File: config.mk
export PLATFORM = sky130hd
export DESIGN_NAME = vibration_latch_detector
export DESIGN_NICKNAME = d
export VERILOG_FILES = /design/src/rtl/core/vld_pkg.sv /design/src/rtl/core/vld_csr.sv /design/src/rtl/core/vld_eval.sv /design/src/rtl/core/vld_track.sv /design/src/rtl/core/vibration_latch_detector.sv
export SDC_FILE = /design/constraint.sdc
export NUM_CORES = 1
export LEC_CHECK = 0
export ABC_AREA = 1
export BUFFER_PORTS_ARGS = -buffer_cell sky130_fd_sc_hd__buf_2
export CAP_MARGIN = 20
export CORE_UTILIZATION = 39
export DETAILED_ROUTE_END_ITERATION = 7
export PLACE_DENSITY = 0.57
export SYNTH_ARGS = -nofsm -noshare
export SYNTH_HDL_FRONTEND = slang
export SYNTH_SLANG_ARGS = --single-unit
File: constraint.sdc
create_clock -name clock -period 8.32 [get_ports clock]
set_clock_uncertainty 0.15 [all_clocks]
set_input_delay 1.248 -clock clock [delete_from_list [all_inputs] [get_ports clock]]
set_output_delay 1.248 -clock clock [all_outputs]
set_load 0.01 [all_outputs]
File: src/rtl/core/vld_pkg.sv
// Shared types and constants for the vibration latch detector.
// Used by every module under rtl/core; it depends on nothing else.
package vld_pkg;

   // Register map: the word index is byte address bits [3:2].
   localparam int CSR_ADDR_W = 4;
   localparam int CSR_DATA_W = 32;

   typedef enum logic [1:0] {
      REG_SHAKE_THRESHOLD = 2'd0,
      REG_CONFIRM_COUNT   = 2'd1,
      REG_RELEASE_COUNT   = 2'd2,
      REG_GLITCH_LIMIT    = 2'd3
   } reg_index_type;

   // Register reset values.
   localparam logic [15:0] THRESHOLD_RESET = 16'd8192;
   localparam logic [7:0]  CONFIRM_RESET   = 8'd5;
   localparam logic [7:0]  RELEASE_RESET   = 8'd5;
   localparam logic [14:0] GLITCH_RESET    = 15'd32000;

   // Item kinds on the request channel.
   typedef enum logic {
      KIND_SAMPLE = 1'b0,
      KIND_REPORT = 1'b1
   } kind_type;

   // Run counters saturate at this value.
   localparam logic [7:0] RUN_MAX = 8'hFF;

   typedef struct packed {
      logic [15:0] shake_threshold;
      logic [7:0]  confirm_count;
      logic [7:0]  release_count;
      logic [14:0] glitch_limit;
   } cfg_type;

   // Last accepted sample, one signed word per axis.
   typedef struct packed {
      logic signed [15:0] x;
      logic signed [15:0] y;
      logic signed [15:0] z;
   } axes_type;

   // Outcome of evaluating one sample against the previous one.
   typedef struct packed {
      axes_type sample;   // sample after glitch replacement
      logic     exceed;   // some axis difference is above the threshold
   } eval_type;

   // Flags carried by one result item.
   typedef struct packed {
      logic shake_latched;
      logic shake_pending;
      logic report_shake;
   } status_type;

endpackage

File: src/rtl/core/vld_csr.sv
// Configuration register file on an APB-style port.
// Depends on vld_pkg for the register map and the configuration struct.
module vld_csr
   import vld_pkg::*;
(
   input  logic                  clock,
   input  logic                  reset,
   input  logic                  csr_psel,
   input  logic                  csr_penable,
   input  logic                  csr_pwrite,
   input  logic [CSR_ADDR_W-1:0] csr_paddr,
   input  logic [CSR_DATA_W-1:0] csr_pwdata,
   output logic [CSR_DATA_W-1:0] csr_prdata,
   output logic                  csr_pready,
   output cfg_type               cfg
);

   cfg_type       cfg_ff;
   cfg_type       cfg_in;
   reg_index_type index;
   logic          wr_en;

   assign csr_pready = 1'b1;
   assign index      = reg_index_type'(csr_paddr[3:2]);
   assign wr_en      = csr_psel && csr_penable && csr_pwrite;

   // Write decode: only the addressed register takes the new value.
   always_comb begin
      cfg_in = cfg_ff;
      if (wr_en) begin
         unique case (index)
            REG_SHAKE_THRESHOLD: cfg_in.shake_threshold = csr_pwdata[15:0];
            REG_CONFIRM_COUNT:   cfg_in.confirm_count   = csr_pwdata[7:0];
            REG_RELEASE_COUNT:   cfg_in.release_count   = csr_pwdata[7:0];
            REG_GLITCH_LIMIT:    cfg_in.glitch_limit    = csr_pwdata[14:0];
            default:             cfg_in = cfg_ff;
         endcase
      end
   end

   always_ff @(posedge clock) begin
      if (reset) begin
         cfg_ff.shake_threshold <= THRESHOLD_RESET;
         cfg_ff.confirm_count   <= CONFIRM_RESET;
         cfg_ff.release_count   <= RELEASE_RESET;
         cfg_ff.glitch_limit    <= GLITCH_RESET;
      end else begin
         cfg_ff <= cfg_in;
      end
   end

   // Read decode, zero-extended to the data width.
   always_comb begin
      unique case (index)
         REG_SHAKE_THRESHOLD: csr_prdata = {16'd0, cfg_ff.shake_threshold};
         REG_CONFIRM_COUNT:   csr_prdata = {24'd0, cfg_ff.confirm_count};
         REG_RELEASE_COUNT:   csr_prdata = {24'd0, cfg_ff.release_count};
         REG_GLITCH_LIMIT:    csr_prdata = {17'd0, cfg_ff.glitch_limit};
         default:             csr_prdata = '0;
      endcase
   end

   assign cfg = cfg_ff;

endmodule

File: src/rtl/core/vld_eval.sv
// Sample evaluation: glitch rejection and per-axis absolute differences.
// Purely combinational; depends on vld_pkg for the axis and result structs.
module vld_eval
   import vld_pkg::*;
(
   input  axes_type    sample,
   input  axes_type    prev,
   input  logic [15:0] shake_threshold,
   input  logic [14:0] glitch_limit,
   output eval_type    result
);

   logic [16:0] mag_x, mag_y, mag_z;
   logic        glitch;
   axes_type    chosen;
   logic signed [16:0] diff_x, diff_y, diff_z;
   logic [16:0] abs_x, abs_y, abs_z;
   logic [16:0] thresh_ext;

   // Axis magnitudes at 17 bits so the most negative value reads as 32768.
   always_comb begin
      mag_x = sample.x[15] ? 17'(-{sample.x[15], sample.x}) : {1'b0, sample.x};
      mag_y = sample.y[15] ? 17'(-{sample.y[15], sample.y}) : {1'b0, sample.y};
      mag_z = sample.z[15] ? 17'(-{sample.z[15], sample.z}) : {1'b0, sample.z};
   end

   // A glitch on any axis replaces the whole sample with the previous one.
   assign glitch = (mag_x > {2'b00, glitch_limit}) ||
                   (mag_y > {2'b00, glitch_limit}) ||
                   (mag_z > {2'b00, glitch_limit});
   assign chosen = glitch ? prev : sample;

   // Exact signed differences, then magnitudes of up to 65535.
   always_comb begin
      diff_x = {chosen.x[15], chosen.x} - {prev.x[15], prev.x};
      diff_y = {chosen.y[15], chosen.y} - {prev.y[15], prev.y};
      diff_z = {chosen.z[15], chosen.z} - {prev.z[15], prev.z};
      abs_x  = diff_x[16] ? 17'(-diff_x) : 17'(diff_x);
      abs_y  = diff_y[16] ? 17'(-diff_y) : 17'(diff_y);
      abs_z  = diff_z[16] ? 17'(-diff_z) : 17'(diff_z);
   end

   assign thresh_ext    = {1'b0, shake_threshold};
   assign result.sample = chosen;
   assign result.exceed = (abs_x > thresh_ext) || (abs_y > thresh_ext) ||
                          (abs_z > thresh_ext);

endmodule

File: src/rtl/core/vld_track.sv
// Detector state: previous sample, run counters, shake latch and pending flag.
// Depends on vld_pkg; the evaluation comes from vld_eval.
module vld_track
   import vld_pkg::*;
(
   input  logic       clock,
   input  logic       reset,
   input  logic       advance,
   input  kind_type   kind,
   input  eval_type   eval,
   input  logic [7:0] confirm_count,
   input  logic [7:0] release_count,
   output axes_type   prev,
   output status_type status
);

   axes_type   prev_ff, prev_in;
   logic [7:0] exceed_run_ff, exceed_run_in;
   logic [7:0] quiet_run_ff, quiet_run_in;
   logic       latch_ff, latch_in;
   logic       pending_ff, pending_in;
   logic       report;
   logic [7:0] exceed_inc;
   logic [7:0] quiet_inc;

   assign exceed_inc = (exceed_run_ff < RUN_MAX) ? exceed_run_ff + 8'd1 : exceed_run_ff;
   assign quiet_inc  = (quiet_run_ff < RUN_MAX) ? quiet_run_ff + 8'd1 : quiet_run_ff;

   // Next state for the item in the input register.
   always_comb begin
      prev_in       = prev_ff;
      exceed_run_in = exceed_run_ff;
      quiet_run_in  = quiet_run_ff;
      latch_in      = latch_ff;
      pending_in    = pending_ff;
      report        = 1'b0;
      unique case (kind)
         KIND_REPORT: begin
            report     = latch_ff | pending_ff;
            pending_in = 1'b0;
         end
         KIND_SAMPLE: begin
            prev_in = eval.sample;
            if (eval.exceed) begin
               exceed_run_in = exceed_inc;
               quiet_run_in  = '0;
               if (exceed_inc >= confirm_count) begin
                  latch_in   = 1'b1;
                  pending_in = 1'b1;
               end
            end else begin
               exceed_run_in = '0;
               if (latch_ff) begin
                  quiet_run_in = quiet_inc;
                  if (quiet_inc >= release_count) begin
                     latch_in     = 1'b0;
                     quiet_run_in = '0;
                     pending_in   = 1'b0;
                  end
               end
            end
         end
         default: begin
            report = 1'b0;
         end
      endcase
   end

   // State moves only when the item passes into the result register.
   always_ff @(posedge clock) begin
      if (reset) begin
         prev_ff       <= '0;
         exceed_run_ff <= '0;
         quiet_run_ff  <= '0;
         latch_ff      <= 1'b0;
         pending_ff    <= 1'b0;
      end else if (advance) begin
         prev_ff       <= prev_in;
         exceed_run_ff <= exceed_run_in;
         quiet_run_ff  <= quiet_run_in;
         latch_ff      <= latch_in;
         pending_ff    <= pending_in;
      end
   end

   assign prev                 = prev_ff;
   assign status.shake_latched = latch_in;
   assign status.shake_pending = pending_in;
   assign status.report_shake  = report;

endmodule

File: src/rtl/core/vibration_latch_detector.sv
// Top level of the vibration latch detector: input register, evaluation,
// state tracking and result register. Depends on vld_pkg, vld_csr,
// vld_eval and vld_track.
//
// Usage: each request item is either an accelerometer sample (kind 0,
// three signed 16-bit axes) or a report read (kind 1). Every item gives
// exactly one response item with the shake latch and pending flag after
// that item, plus report_shake, which a report read sets to latch OR
// pending before pending is cleared.
// Both channels use valid/ready. An accepted item is held in the input
// register, is evaluated there and moves into the result register when
// that is free, so the response is offered from the result register and
// is held there until it is taken.
// Throughput is one item per cycle unless stalled: the state update is a
// single pass of subtract, compare and counter logic between the registers.
// When the receiver stalls, the result register holds its item and the
// input register holds the next one; req_ready drops only when both are
// full, and rises again in the cycle the response is taken.
// Reset (synchronous) empties both registers, clears the previous sample,
// counters and flags, and loads the register defaults. The user must write
// registers on the csr_ port only while no item is in flight; not enforced.
module vibration_latch_detector
   import vld_pkg::*;
(
   input  logic                  clock,
   input  logic                  reset,
   input  logic                  req_valid,
   output logic                  req_ready,
   input  logic                  req_kind,
   input  logic signed [15:0]    req_accel_x,
   input  logic signed [15:0]    req_accel_y,
   input  logic signed [15:0]    req_accel_z,
   output logic                  rsp_valid,
   input  logic                  rsp_ready,
   output logic                  rsp_shake_latched,
   output logic                  rsp_shake_pending,
   output logic                  rsp_report_shake,
   input  logic                  csr_psel,
   input  logic                  csr_penable,
   input  logic                  csr_pwrite,
   input  logic [CSR_ADDR_W-1:0] csr_paddr,
   input  logic [CSR_DATA_W-1:0] csr_pwdata,
   output logic [CSR_DATA_W-1:0] csr_prdata,
   output logic                  csr_pready
);

   cfg_type    cfg;
   logic       in_valid_ff, in_valid_in;
   kind_type   in_kind_ff;
   axes_type   in_axes_ff;
   logic       out_valid_ff, out_valid_in;
   status_type out_status_ff;
   status_type status;
   axes_type   prev;
   eval_type   eval;
   logic       advance;
   logic       accept;

   vld_csr u_csr (
      .clock       (clock),
      .reset       (reset),
      .csr_psel    (csr_psel),
      .csr_penable (csr_penable),
      .csr_pwrite  (csr_pwrite),
      .csr_paddr   (csr_paddr),
      .csr_pwdata  (csr_pwdata),
      .csr_prdata  (csr_prdata),
      .csr_pready  (csr_pready),
      .cfg         (cfg)
   );

   // Pipeline control: the input item moves on when the result slot is free.
   assign advance      = in_valid_ff && (!out_valid_ff || rsp_ready);
   assign req_ready    = !in_valid_ff || advance;
   assign accept       = req_valid && req_ready;
   assign in_valid_in  = accept || (in_valid_ff && !advance);
   assign out_valid_in = advance || (out_valid_ff && !rsp_ready);

   always_ff @(posedge clock) begin
      if (reset) begin
         in_valid_ff  <= 1'b0;
         out_valid_ff <= 1'b0;
      end else begin
         in_valid_ff  <= in_valid_in;
         out_valid_ff <= out_valid_in;
      end
   end

   // Input register payload.
   always_ff @(posedge clock) begin
      if (accept) begin
         in_kind_ff   <= kind_type'(req_kind);
         in_axes_ff.x <= req_accel_x;
         in_axes_ff.y <= req_accel_y;
         in_axes_ff.z <= req_accel_z;
      end
   end

   vld_eval u_eval (
      .sample          (in_axes_ff),
      .prev            (prev),
      .shake_threshold (cfg.shake_threshold),
      .glitch_limit    (cfg.glitch_limit),
      .result          (eval)
   );

   vld_track u_track (
      .clock         (clock),
      .reset         (reset),
      .advance       (advance),
      .kind          (in_kind_ff),
      .eval          (eval),
      .confirm_count (cfg.confirm_count),
      .release_count (cfg.release_count),
      .prev          (prev),
      .status        (status)
   );

   // Result register payload.
   always_ff @(posedge clock) begin
      if (advance) begin
         out_status_ff <= status;
      end
   end

   assign rsp_valid         = out_valid_ff;
   assign rsp_shake_latched = out_status_ff.shake_latched;
   assign rsp_shake_pending = out_status_ff.shake_pending;
   assign rsp_report_shake  = out_status_ff.report_shake;

endmodule
After elaboration in Yosys (flattened, before gate mapping)
Cells that the tools add are included.

Register bits: 167. Input port bits: 92. Output and inout bits: 38. Word-level logic and storage cells: 96.

Add/subtract/negate cells: 11. Order comparisons: 10. Equality and inequality tests: 3. Mux-type cells: 24. Bitwise gates (word level): 2. Reductions and logical operators: 26.

Operators with widths (count): case mux 32 bit (4 select lines) (1); two-way mux 17 bit (6); negation 17 bit (6); > comparator 17 x 15 -> 1 bit (3); > comparator 17 x 16 -> 1 bit (3); subtractor 16 x 16 -> 17 bit (3); two-way mux 48 bit (1); two-way mux 8 bit (6); adder 8 x 1 -> 8 bit, second input constant (2); greater-or-equal comparator 8 bit (2); less-than comparator 8 bit, second input constant (2); AND reduction 2 bit (5); two-way mux 1 bit (9); logical OR 1 bit (8); logical AND 1 bit (6); == test 2 bit, second input constant (2); logical NOT 1 bit (4); AND reduction 3 bit (1); == test 2 x 1 -> 1 bit, second input constant (1); logical NOT 2 bit (1); case mux 1 bit (2 select lines) (1); nonzero test 2 bit (1); NOT 1 bit (1); OR 1 bit (1).

Depth between registers and ports, before layout
Gate-level depths: netlist (run 1).

Depth after elaboration: 14. Depth in mapped cells: 60. Gate-level depth less buffers: 57.

Hierarchy
From an unflattened synthesis (run 1), not the netlist that was laid out.

Cell total of the unflattened synthesis: 2403. Area, all modules: 15539.9 um^2.

Modules (own cells, without submodules): vld_eval (instances 1, cells an instance 1548, area each 8364.3 um^2, seq. area each 0.0 um^2); vld_track (instances 1, cells an instance 444, area each 3168.0 um^2, seq. area each 1321.3 um^2); vld_csr (instances 1, cells an instance 347, area each 2354.8 um^2, seq. area each 940.9 um^2); vibration_latch_detector (instances 1, cells an instance 64, area each 1652.8 um^2, seq. area each 1601.5 um^2).

Least setup slack after synthesis (run 1)
Ideal clock, no wire load.

Path type: register to register. Start: register in_axes_ff[16] in the netlist's numbering. End: register u_track.quiet_run_ff[6]. Library setup time: 0.115 ns. Arrival: 6.882 ns. Data required time: 8.055 ns. Path slack: 1.173 ns. Cell stages (with the launch flop): 55. Buffers on the path: 3. Clock period less this slack: 7.147 ns. Cells stage by stage: edfxtp_1 > inv_1 > ha_1 > inv_1 > nor3_1 > nor3b_1 > inv_1 > nor2_1 > inv_1 > nor3_1 > nand2_1 > o31ai_1 > xor2_1 > ha_1 > a21oi_1 > o211ai_1 > or2_1 > o21bai_2 > [... 19 more ...] > nand2_1 > nor2_1 > nand3b_1 > nand3_1 > nand2_1 > nand2_1 > nand2_1 > nand2_1 > nand2_1 > nand2_1 > nand2_1 > nand2_1 > clkinv_1 > nand4_4 > buf_6 > nand3_1 > nand2_1 > nor2_1.

Longest elaborated chain between the ends: 14. Elaborated cells between the ends (all ways): 23. Those cells by class: add/sub (7); order compare (4); mux (6); reduce/logical (6).

RTL lines: start, declared (RTL line vibration_latch_detector.sv:50) `axes_type in_axes_ff;`; negation 17 bit (RTL line vld_eval.sv:23) `mag_y = sample.y[15] ? 17'(-{sample.y[15], sample.y}) : {1'b0, sample.y};`; two-way mux 17 bit (RTL line vld_eval.sv:23); > comparator 17 x 15 -> 1 bit (RTL line vld_eval.sv:29) `(mag_y > {2'b00, glitch_limit}) ||`; logical OR 1 bit (RTL line vld_eval.sv:28) `assign glitch = (mag_x > {2'b00, glitch_limit}) ||`; logical OR 1 bit (RTL line vld_eval.sv:29); two-way mux 48 bit * (RTL line vld_eval.sv:31) `assign chosen = glitch ? prev : sample;`; subtractor 16 x 16 -> 17 bit, on equally long branches (RTL line vld_eval.sv:35, vld_eval.sv:36); negation 17 bit, on equally long branches (RTL line vld_eval.sv:38, vld_eval.sv:39); two-way mux 17 bit, on equally long branches (RTL line vld_eval.sv:38, vld_eval.sv:39); > comparator 17 x 16 -> 1 bit (RTL line vld_eval.sv:45) `assign result.exceed = (abs_x > thresh_ext) || (abs_y > thresh_ext) ||`; logical OR 1 bit (RTL line vld_eval.sv:45); logical OR 1 bit * (RTL line vld_eval.sv:45); nonzero test 2 bit (no line); AND reduction 3 bit (no line); end signal, assigned (RTL line vld_track.sv:80) `quiet_run_ff <= quiet_run_in;`; end, declared (RTL line vld_track.sv:19) `logic [7:0] quiet_run_ff, quiet_run_in;`.

Every way passes the cells marked *; elsewhere a longest branch is shown, timed or not. A chain may end at the register's enable or synchronous reset.

Final worst setup path (run 1)
Start: register in_axes_ff[16] in the netlist's numbering. End: register out_status_ff (netlist bit rsp_shake_latched) (data pin).

Longest elaborated chain between the ends: 14. Elaborated cells between the ends (all ways): 22. Those cells by class: add/sub (7); order compare (4); mux (7); reduce/logical (4).

RTL lines: negation 17 bit (RTL line vld_eval.sv:23); two-way mux 17 bit (RTL line vld_eval.sv:23); > comparator 17 x 15 -> 1 bit (RTL line vld_eval.sv:29); logical OR 1 bit (RTL line vld_eval.sv:28); logical OR 1 bit (RTL line vld_eval.sv:29); two-way mux 48 bit * (RTL line vld_eval.sv:31); subtractor 16 x 16 -> 17 bit, on equally long branches (RTL line vld_eval.sv:35, vld_eval.sv:36); negation 17 bit, on equally long branches (RTL line vld_eval.sv:38, vld_eval.sv:39); two-way mux 17 bit, on equally long branches (RTL line vld_eval.sv:38, vld_eval.sv:39); > comparator 17 x 16 -> 1 bit (RTL line vld_eval.sv:45); logical OR 1 bit (RTL line vld_eval.sv:45); logical OR 1 bit * (RTL line vld_eval.sv:45); two-way mux 1 bit * (RTL line vld_track.sv:44) `if (eval.exceed) begin`; two-way mux 1 bit * (RTL line vld_track.sv:37) `unique case (kind)`; via u_track.latch_in (RTL line vld_track.sv:20) `logic latch_ff, latch_in;`; end signal, assigned (RTL line vibration_latch_detector.sv:122) `out_status_ff <= status;`; end, declared (RTL line vibration_latch_detector.sv:52) `status_type out_status_ff;`.

The timed path passes the listed nets; every way through them passes the cells marked *.

==> impl_metrics.ini, run 1 <==
[die]
rows = 71
start_util = 0.3997
die-width_um = 199.4
core_um2 = 38020
die_h_um = 199.4
pin_count = 130
die-area_um2 = 39760

[timing]
fmaxAchievable_mhz = 131.7
period_share = 0.9127
hold_violations = 0
finalSetupTns_ns = 0
finalMaxSlewViolations = 0
slew_headroom = 0.4212
tightest_slew_ns = 0.8650
post-route-min-period_ns = 7.594
setup_viol = 0

[yosys]
synthFlopType = dfxtp_1
synth_cells = 2265
synth-edff-count = 52
synth.distinct_cells = 52
ys_ff_latch = 167
syn_area_per_cell_um2 = 6.710
yosys-top-cells-area = dfxtp_1 (15%), nand2_1 (14%), ha_1 (14%), edfxtp_1 (10%), inv_1 (9.2%)
netlist_area_um2 = 15200
ys_async_sr_fraction = 0
seq_area_frac_synth = 0.2542
synth_top_area_frac = 0.1515
synth_top_area_cell = dfxtp_1
yosys_warnings = 0

[global_routing]
globalRouteOverflowTotal = 0
grt_max_degree = 68
grt_pass1_wl_mm = 69.93
grt_use_total = 0.2274
antenna_found_initial = 0
grt_pass1_vias = 13560

[clock_network]
clkTransAtPathRegs_ns = 0.07
clock_latency_ns = 0.48
cts_root_buf = clkbuf_16
clock_path_buffers = 2
cts_buffers = 17
htreeDepth = 4
cts.sinks = 167
cts_tree = done

[run_status]
status = completed

[critical_path]
reg2reg_slack_ns = 0.73
critPathMaxFanout = 10
critPathKind = register to register
cpMaxStageDelayCell = edfxtp_1
crit_path_start = in_axes_ff[16]$_DFFE_PP_
cp.arrival_ns = 7.69
worstRegToRegCells = 53
cpMostUsedCell = nand2_1
crit_end = rsp_shake_latched$_DFFE_PP_
crit_path_start_kind = register
reg2reg_from = in_axes_ff[16]$_DFFE_PP_
worst_ep_required_time_ns = 8.41
slowest_delay_ns = 0.45
endpoint_kind = register
r2r-end = rsp_shake_latched$_DFFE_PP_

[placement]
numPlacedInstances = 2832
gp_congestion = 0.9238
hpwl_mm = 34.41
port-buffer-count = 94

[routing]
dr.pass1.iters = 5
wl_per_cell_um = 15.17
routed_via_density = 5.020
ant_nets = 0
via_count = 14440
routed_wl_mm = 43.62
drcViolationCount = 0
drt_iter0_drc = 768

[pwr]
leakage_uw = 0.008420
power.density_cell_area_nw_per_um2 = 209.8
p_total_uw = 3561
ir_worst_vdd_uv = 151.1

[flow_run]
cap_violations = 0

[final_layout]
final.fill_count = 4006
final_cell_count_no_fill = 2876
drive_above_1_share = 0.1002
layout.nets = 2612
n_antenna_cell = 0
area_delta_synth_final_pct = 11.66
fin_util = 0.4463

[worst_hold_path]
min_from = in_valid_ff$_SDFF_PP0_
hold_path_class = register to register
==> repair_timing <==
item	CTS	global route
hold buffers	0	0
gates resized for setup	0	37
endpoints found under the setup margin	0	20
buffers inserted	0	9
==> sequential cells by signal, indices dropped and copies added, names as in the netlist <==
register and flops:
rsp_valid 1, rsp_shake_pending 1, in_valid_ff 1, u_track.prev 48, u_track.exceed_run_ff 8, u_csr.cfg 47, rsp_shake_latched 1, u_track.latch_ff 1
rsp_report_shake 1, u_track.quiet_run_ff 8, in_kind_ff 1, in_axes_ff 48, u_track.pending_ff 1
==> worst min-delay path by stage <==
stage | to | slack [ns] | cells after the start
3_3_place_gp | rsp_valid$_SDFF_PP0_ | 0.30 | 2
2_1_floorplan | rsp_valid$_SDFF_PP0_ | 0.29 | 2
4_1_cts | rsp_valid$_SDFF_PP0_ | 0.32 | 2
3_5_place_dp | rsp_valid$_SDFF_PP0_ | 0.31 | 2
6_report | rsp_valid$_SDFF_PP0_ | 0.32 | 2
5_1_grt | rsp_valid$_SDFF_PP0_ | 0.33 | 2
==> logic make-up (layout without fill, tap and decap cells) <==
logic type | count (synthesis) | in the layout | synth area share
other | 2 | 17 | 0.0004941
adders and majority gates | 168 | 168 | 0.1398
xor gates and xnor gates | 102 | 102 | 0.06026
muxes | 1 | 1 | 0.0007409
and+or+nand+nor | 1023 | 1024 | 0.2985
buffers and inverters | 454 | 538 | 0.1212
DFF | 167 | 167 | 0.2542
AOI/OAI and AO/OA | 348 | 348 | 0.1248
==> metal layers <==
layer / track usage / vias up / wire (um)
li1: - / 7555 / -
met1: 0.3016 / 6523 / 20520
met2: 0.3748 / 319 / 19600
met3: 0.04000 / 40 / 2559
met4: 0.06729 / 0 / 931
met5: 0 / - / 0
==> synthesized netlist by cell type, drive strengths merged, types with 4 or more instances <==
| library cell | n |
|---|---|
| nor2 | 160 |
| nand4 | 98 |
| o21a | 5 |
| nor3 | 31 |
| a211oi | 6 |
| clkbuf | 38 |
| o31ai | 9 |
| and2 | 4 |
| o21bai | 6 |
| nand3b | 15 |
| xnor2 | 28 |
| buf | 38 |
| o21ai | 88 |
| dfxtp | 115 |
| xor2 | 74 |
| a21oi | 206 |
| o211ai | 12 |
| nand3 | 133 |
| o22ai | 9 |
| inv | 375 |
| edfxtp | 52 |
| ha | 165 |
| nand2 | 576 |
==> area by class of cell <==
class / instances / area [um^2] / area share
Clock buffer: 18 / 429.2 / 0.02529
Clock inverter: 14 / 117.6 / 0.006931
Inverter: 378 / 1424 / 0.08391
Multi-Input combinational cell: 1660 / 9692 / 0.5711
Sequential cell: 167 / 3864 / 0.2277
Tap cell: 511 / 639.4 / 0.03768
Timing Repair Buffer: 128 / 804.5 / 0.04741
==> power by group <==
group	internal, uW	total [uW]	leakage, uW	switching [uW]
registers	882	918	0.00144	36.5
clock network	388	764	0.000266	376
logic	724	1880	0.00671	1150
==> critical path: cells and delay by family (launching register included) <==
kind	cells	cell delay (ns)
AO/OA/AOI/OAI	6	0.98
buffers and inverters	11	1.04
adder cells (fa/ha/maj)	5	1.34
AND/OR/NAND/NOR	29	2.99
flip-flops	1	0.45
XOR/XNOR	2	0.39
==> cell usage in the layout, fill, tap and decap left out, types with 52 or more instances in the layout <==
cell	n
a21oi_1	197
buf_2	94
dfxtp_1	115
edfxtp_1	52
ha_1	164
inv_1	372
nand2_1	557
nand3_1	126
nand4_1	97
nor2_1	150
o21ai_0	82
xor2_1	73
==> stage by stage <==
stage          cell area [um^2]  hold WS [ns]  worst slack (ns)
2_1_floorplan             15250        0.2934             1.173
5_1_grt                   16970        0.3347         -0.001130
3_3_place_gp              16140        0.3012            0.2836
6_report                  16970        0.3206            0.7264
4_1_cts                   16700        0.3210            0.1463
3_5_place_dp              16160        0.3095            0.1907
(Power assumes the default switching activity.)
==> run 2: changes to the inputs <==
--- a/config.mk
+++ b/config.mk
@@ -10,7 +10,8 @@
 export CAP_MARGIN = 20
 export CORE_UTILIZATION = 39
 export DETAILED_ROUTE_END_ITERATION = 7
-export PLACE_DENSITY = 0.57
+export PLACE_DENSITY = 0.66
+export REMOVE_ABC_BUFFERS = 1
 export SYNTH_ARGS = -nofsm -noshare
 export SYNTH_HDL_FRONTEND = slang
 export SYNTH_SLANG_ARGS = --single-unit
==> constraint.sdc (replaced) <==
create_clock -name clock -period 9.74 [get_ports clock]
set_clock_uncertainty 0.15 [all_clocks]
set_input_delay 1.461 -clock clock [delete_from_list [all_inputs] [get_ports clock]]
set_output_delay 1.461 -clock clock [all_outputs]
set_load 0.01 [all_outputs]
==> impl_metrics.ini, run 2 (synthesized netlist as in run 1, its figures left out) <==
[run_status]
status = completed

[final_layout]
final_common_cell = nand2_1
fin_util = 0.4379
layout.nets = 2591
final.fill_count = 3942
n_antenna_cell = 0
drive_above_1_share = 0.08234
area_delta_synth_final_pct = 9.550
layout_common_cells = nand2_1 (562), inv_1 (372), a21oi_1 (198), ha_1 (165), nor2_1 (151)

[critical_path]
cp_num_buf_inv = 6
crit_path_start_kind = register
endpoint_kind = register
critPathKind = register to register
cpMaxStageDelayCell = edfxtp_1
crit_family = simple AND/OR/NAND/NOR gates
cp.arrival_ns = 8.83
slowest_delay_ns = 0.49
cpMostUsedCell = nand2_1
critPathMaxFanout = 44
worst_ep_required_time_ns = 10.00

[clock_network]
clock_latency_ns = 0.47
cts.hold.buffers_added = 0
clkTransAtPathRegs_ns = 0.07
cts_resized = 0
cts_tree = done
cts_root_buf = clkbuf_16
postCtsSetupBuffers = 0
cts.sinks = 167
cts_buffers = 17
htreeDepth = 4
clock_path_buffers = 2

[global_routing]
antenna_found_initial = 0
grt_max_degree = 59
grt_pass1_vias = 13610
grt_pass1_wl_mm = 68.26
grt_use_total = 0.2192
globalRouteOverflowTotal = 0

[timing]
finalMaxSlewViolations = 0
post-route-min-period_ns = 8.574
hold_violations = 0
tightest_slew_ns = 0.9077
fin_ws_ns = 1.166
slew_headroom = 0.3926
rsz0062_at_grt = false
period_share = 0.8803
fmaxAchievable_mhz = 116.6
setup_viol = 0
holdWs_ns = 0.3349
finalSetupTns_ns = 0

[routing]
ant_nets = 0
drcViolationCount = 0
routed_wl_mm = 42.89
wl_per_cell_um = 15.02
via_count = 14830
dr.pass1.iters = 6
routed_via_density = 5.194
drt_iter0_drc = 1040

[die]
rows = 71
start_util = 0.3997
die-width_um = 199.4
pin_count = 130
core_um2 = 38020
die_h_um = 199.4
die-area_um2 = 39760

[pwr]
p_total_uw = 3018
leakage_uw = 0.008279
ir_worst_vdd_uv = 108.7
power.density_cell_area_nw_per_um2 = 181.3

[placement]
port-buffer-count = 94
place_ws_ns = 1.367
hpwl_mm = 32.84
gp_congestion = 0.8802

[worst_hold_path]
hold_path_class = register to register

[flow_run]
cap_violations = 0
run 2: metrics by stage:
stage / instances / cell area (um^2)
finish: 2855 / 16650
global route: 2855 / 16650
CTS: 2855 / 16650
detailed placement: 2823 / 16090
global placement: 2822 / 16070
floorplan: 2204 / 14830
run 2: worst register-to-register path, delay by kind of cell, from the launching register on:
family | cells | cell delay, ns
buffers and inverters | 6 | 0.97
adders and majority gates | 5 | 1.37
and+or+nand+nor | 40 | 4.75
AOI/OAI and AO/OA | 4 | 0.46
xor gates and xnor gates | 2 | 0.35
DFF | 1 | 0.49
run 2: layout make-up:
cell class,instances,area (um^2),share of cell area
well taps,511,639.4,0.03840
flip-flops and latches,167,3864,0.2321
multi-input cells,1659,9564,0.5744
clock inverters,13,108.9,0.006538
inverters,378,1420,0.08529
repair buffers,108,600.6,0.03607
clock buffers,19,452.9,0.02720
run 2: worst paths after layout:
check | start | end | slack, ns | cells after the start
setup reg to reg | in_axes_ff[0]$_DFFE_PP_ | u_track.quiet_run_ff[2]$_SDFFE_PP0P_ | 1.17 | 57
hold reg to reg | u_track.quiet_run_ff[6]$_SDFFE_PP0P_ | u_track.quiet_run_ff[6]$_SDFFE_PP0P_ | 0.33 | 2
hold / removal | u_track.quiet_run_ff[6]$_SDFFE_PP0P_ | u_track.quiet_run_ff[6]$_SDFFE_PP0P_ | 0.33 | 2
setup / recovery | in_axes_ff[0]$_DFFE_PP_ | u_track.quiet_run_ff[2]$_SDFFE_PP0P_ | 1.17 | 57
run 2: report_power, final:
group	internal [uW]	total, uW	switching (uW)
Sequential	753	785	32.0
Combinational	576	1560	982
Clock	347	675	328
run 2: layer usage:
layer / up-vias / track usage / wire (um)
met2: 406 / 0.3591 / 19180
met4: 0 / 0.07492 / 1122
met1: 6821 / 0.2947 / 20430
li1: 7537 / - / -
met5: - / 0 / 0
met3: 66 / 0.02903 / 2157
==> run 3: changes to the inputs <==
--- a/config.mk
+++ b/config.mk
@@ -9,7 +9,9 @@
 export BUFFER_PORTS_ARGS = -buffer_cell sky130_fd_sc_hd__buf_2
 export CAP_MARGIN = 20
 export CORE_UTILIZATION = 39
+export CTS_BUF_LIST = sky130_fd_sc_hd__clkbuf_8
 export DETAILED_ROUTE_END_ITERATION = 7
+export GPL_TIMING_DRIVEN = 0
 export PLACE_DENSITY = 0.66
 export REMOVE_ABC_BUFFERS = 1
 export SYNTH_ARGS = -nofsm -noshare
==> impl_metrics.ini, run 3 (synthesized netlist as in run 1, its figures left out) <==
[critical_path]
reg2reg_from = in_axes_ff[16]$_DFFE_PP_
r2r-end = rsp_shake_latched$_DFFE_PP_
crit_path_start_kind = register
critPathMaxFanout = 34
cpMostUsedCell = nand2_1
slowest_delay_ns = 0.50
worst_ep_required_time_ns = 9.86
cpMaxStageDelayCell = edfxtp_1
reg2reg_slack_ns = 0.94
worstRegToRegCells = 53
cp.arrival_ns = 8.92
endpoint_kind = register
critPathKind = register to register

[clock_network]
htreeDepth = 4
cts_tree = done
cts_root_buf = clkbuf_8
cts.sinks = 167
clock_path_buffers = 2
cts_buffers = 17
clock_latency_ns = 0.52
cts.hold.buffers_added = 0
clkTransAtPathRegs_ns = 0.10

[pwr]
leakage_uw = 0.008217
p_clk_frac = 0.171
power.density_cell_area_nw_per_um2 = 171.7
ir_worst_vdd_uv = 101.6
p_switching_uw = 1323
p_seq_frac = 0.276
combPwrFrac = 0.553
power_switching_share = 0.4656
p_int_uw = 1518

[run_status]
status = completed

[die]
die-width_um = 199.4
core_um2 = 38020
rows = 71
start_util = 0.3997
pin_count = 130
die_h_um = 199.4
die-area_um2 = 39760

[final_layout]
final.fill_count = 3935
layout_common_cells = nand2_1 (560), inv_1 (371), a21oi_1 (198), ha_1 (165), nor2_1 (151)
final_common_cell = nand2_1
area_delta_synth_final_pct = 8.907
fin_util = 0.4353
n_antenna_cell = 0
drive_above_1_share = 0.08326
layout.nets = 2589

[routing]
via_count = 14700
wl_per_cell_um = 14.99
drcViolationCount = 0
dr.pass1.iters = 6
routed_via_density = 5.154
drt_iter0_drc = 1080
routed_wl_mm = 42.76
ant_nets = 0

[worst_hold_path]
hold_path_end = rsp_valid$_SDFF_PP0_
min_from = in_valid_ff$_SDFF_PP0_
holdPathStages = 2
hold_path_class = register to register

[global_routing]
grt_pass1_wl_mm = 67.69
globalRouteOverflowTotal = 0
antenna_found_initial = 0
grt_use_total = 0.2157
grt_pass1_vias = 13470
grt_max_degree = 61

[placement]
port-buffer-count = 94
hpwl_mm = 33.00
gp_congestion = 0.8842
place_ws_ns = 0.08349

[timing]
fmaxAchievable_mhz = 113.6
post-route-min-period_ns = 8.800
finalSetupTns_ns = 0
finalMaxSlewViolations = 0
hold_violations = 0
tightest_slew_ns = 0.9205
holdWs_ns = 0.3413
period_share = 0.9035
slew_headroom = 0.3854
setup_viol = 0
rsz0062_at_grt = false
fin_ws_ns = 0.9402

[flow_run]
cap_violations = 0
run 3: worst max-delay path: cells and delay by family (launching register included):
family                     cells  cell delay, ns
and+or+nand+nor               33            4.10
adders and majority gates      4            1.11
xor gates and xnor gates       2            0.37
buffers and inverters          9            1.09
DFF                            1            0.50
AOI/OAI and AO/OA              5            1.21
run 3: power groups by stage:
stage | clock (uW) | sequential (uW) | combinational, uW
after global placement | 0 | 800 | 1480
after CTS | 497 | 784 | 1550
after floorplan | 0 | 789 | 1190
after global routing | 521 | 789 | 1800
final | 485 | 785 | 1570
after detailed placement | 0 | 800 | 1540
run 3: worst max-delay path by stage:
stage,start,cells after the start,to
2_1_floorplan,in_axes_ff[16]$_DFFE_PP_,52,u_track.quiet_run_ff[2]$_SDFFE_PP0P_
3_3_place_gp,in_axes_ff[16]$_DFFE_PP_,52,u_track.exceed_run_ff[7]$_SDFFE_PP0P_
3_5_place_dp,in_axes_ff[0]$_DFFE_PP_,54,u_track.exceed_run_ff[2]$_SDFFE_PP0P_
4_1_cts,in_axes_ff[0]$_DFFE_PP_,54,u_track.exceed_run_ff[1]$_SDFFE_PP0P_
5_1_grt,in_axes_ff[16]$_DFFE_PP_,53,rsp_shake_latched$_DFFE_PP_
6_report,in_axes_ff[16]$_DFFE_PP_,53,rsp_shake_latched$_DFFE_PP_
run 3: repair_timing:
action                                 4_1_cts  5_1_grt
buffers inserted                             0        2
endpoints found under the hold margin        0        0
setup endpoints to repair                    0       20
resized for setup                            0        5
run 3: layout make-up:
| cell class | count | area [um^2] | area share |
|---|---|---|---|
| timing repair buffer | 105 | 680.7 | 0.04112 |
| clock buffer | 17 | 234.0 | 0.01414 |
| clock inverter | 15 | 115.1 | 0.006954 |
| tap | 511 | 639.4 | 0.03863 |
| sequential | 167 | 3864 | 0.2334 |
| multi-input combinational | 1660 | 9592 | 0.5795 |
| inverter | 378 | 1428 | 0.08625 |
run 3: metrics by stage:
stage | power, uW | std cells | instance area (um^2)
2_1_floorplan | 1982 | 2204 | 14830
3_3_place_gp | 2285 | 2809 | 15940
3_5_place_dp | 2343 | 2816 | 16120
4_1_cts | 2833 | 2848 | 16460
5_1_grt | 3114 | 2853 | 16550
6_report | 2841 | 2853 | 16550
run 3: layer usage:
metal,part of all wire,GRT usage,vias to the layer above
met4,0.022,0.06644,0
met1,0.48,0.2957,6750
met5,0,0,-
met3,0.055,0.02734,44
met2,0.44,0.3506,394
li1,-,-,7515
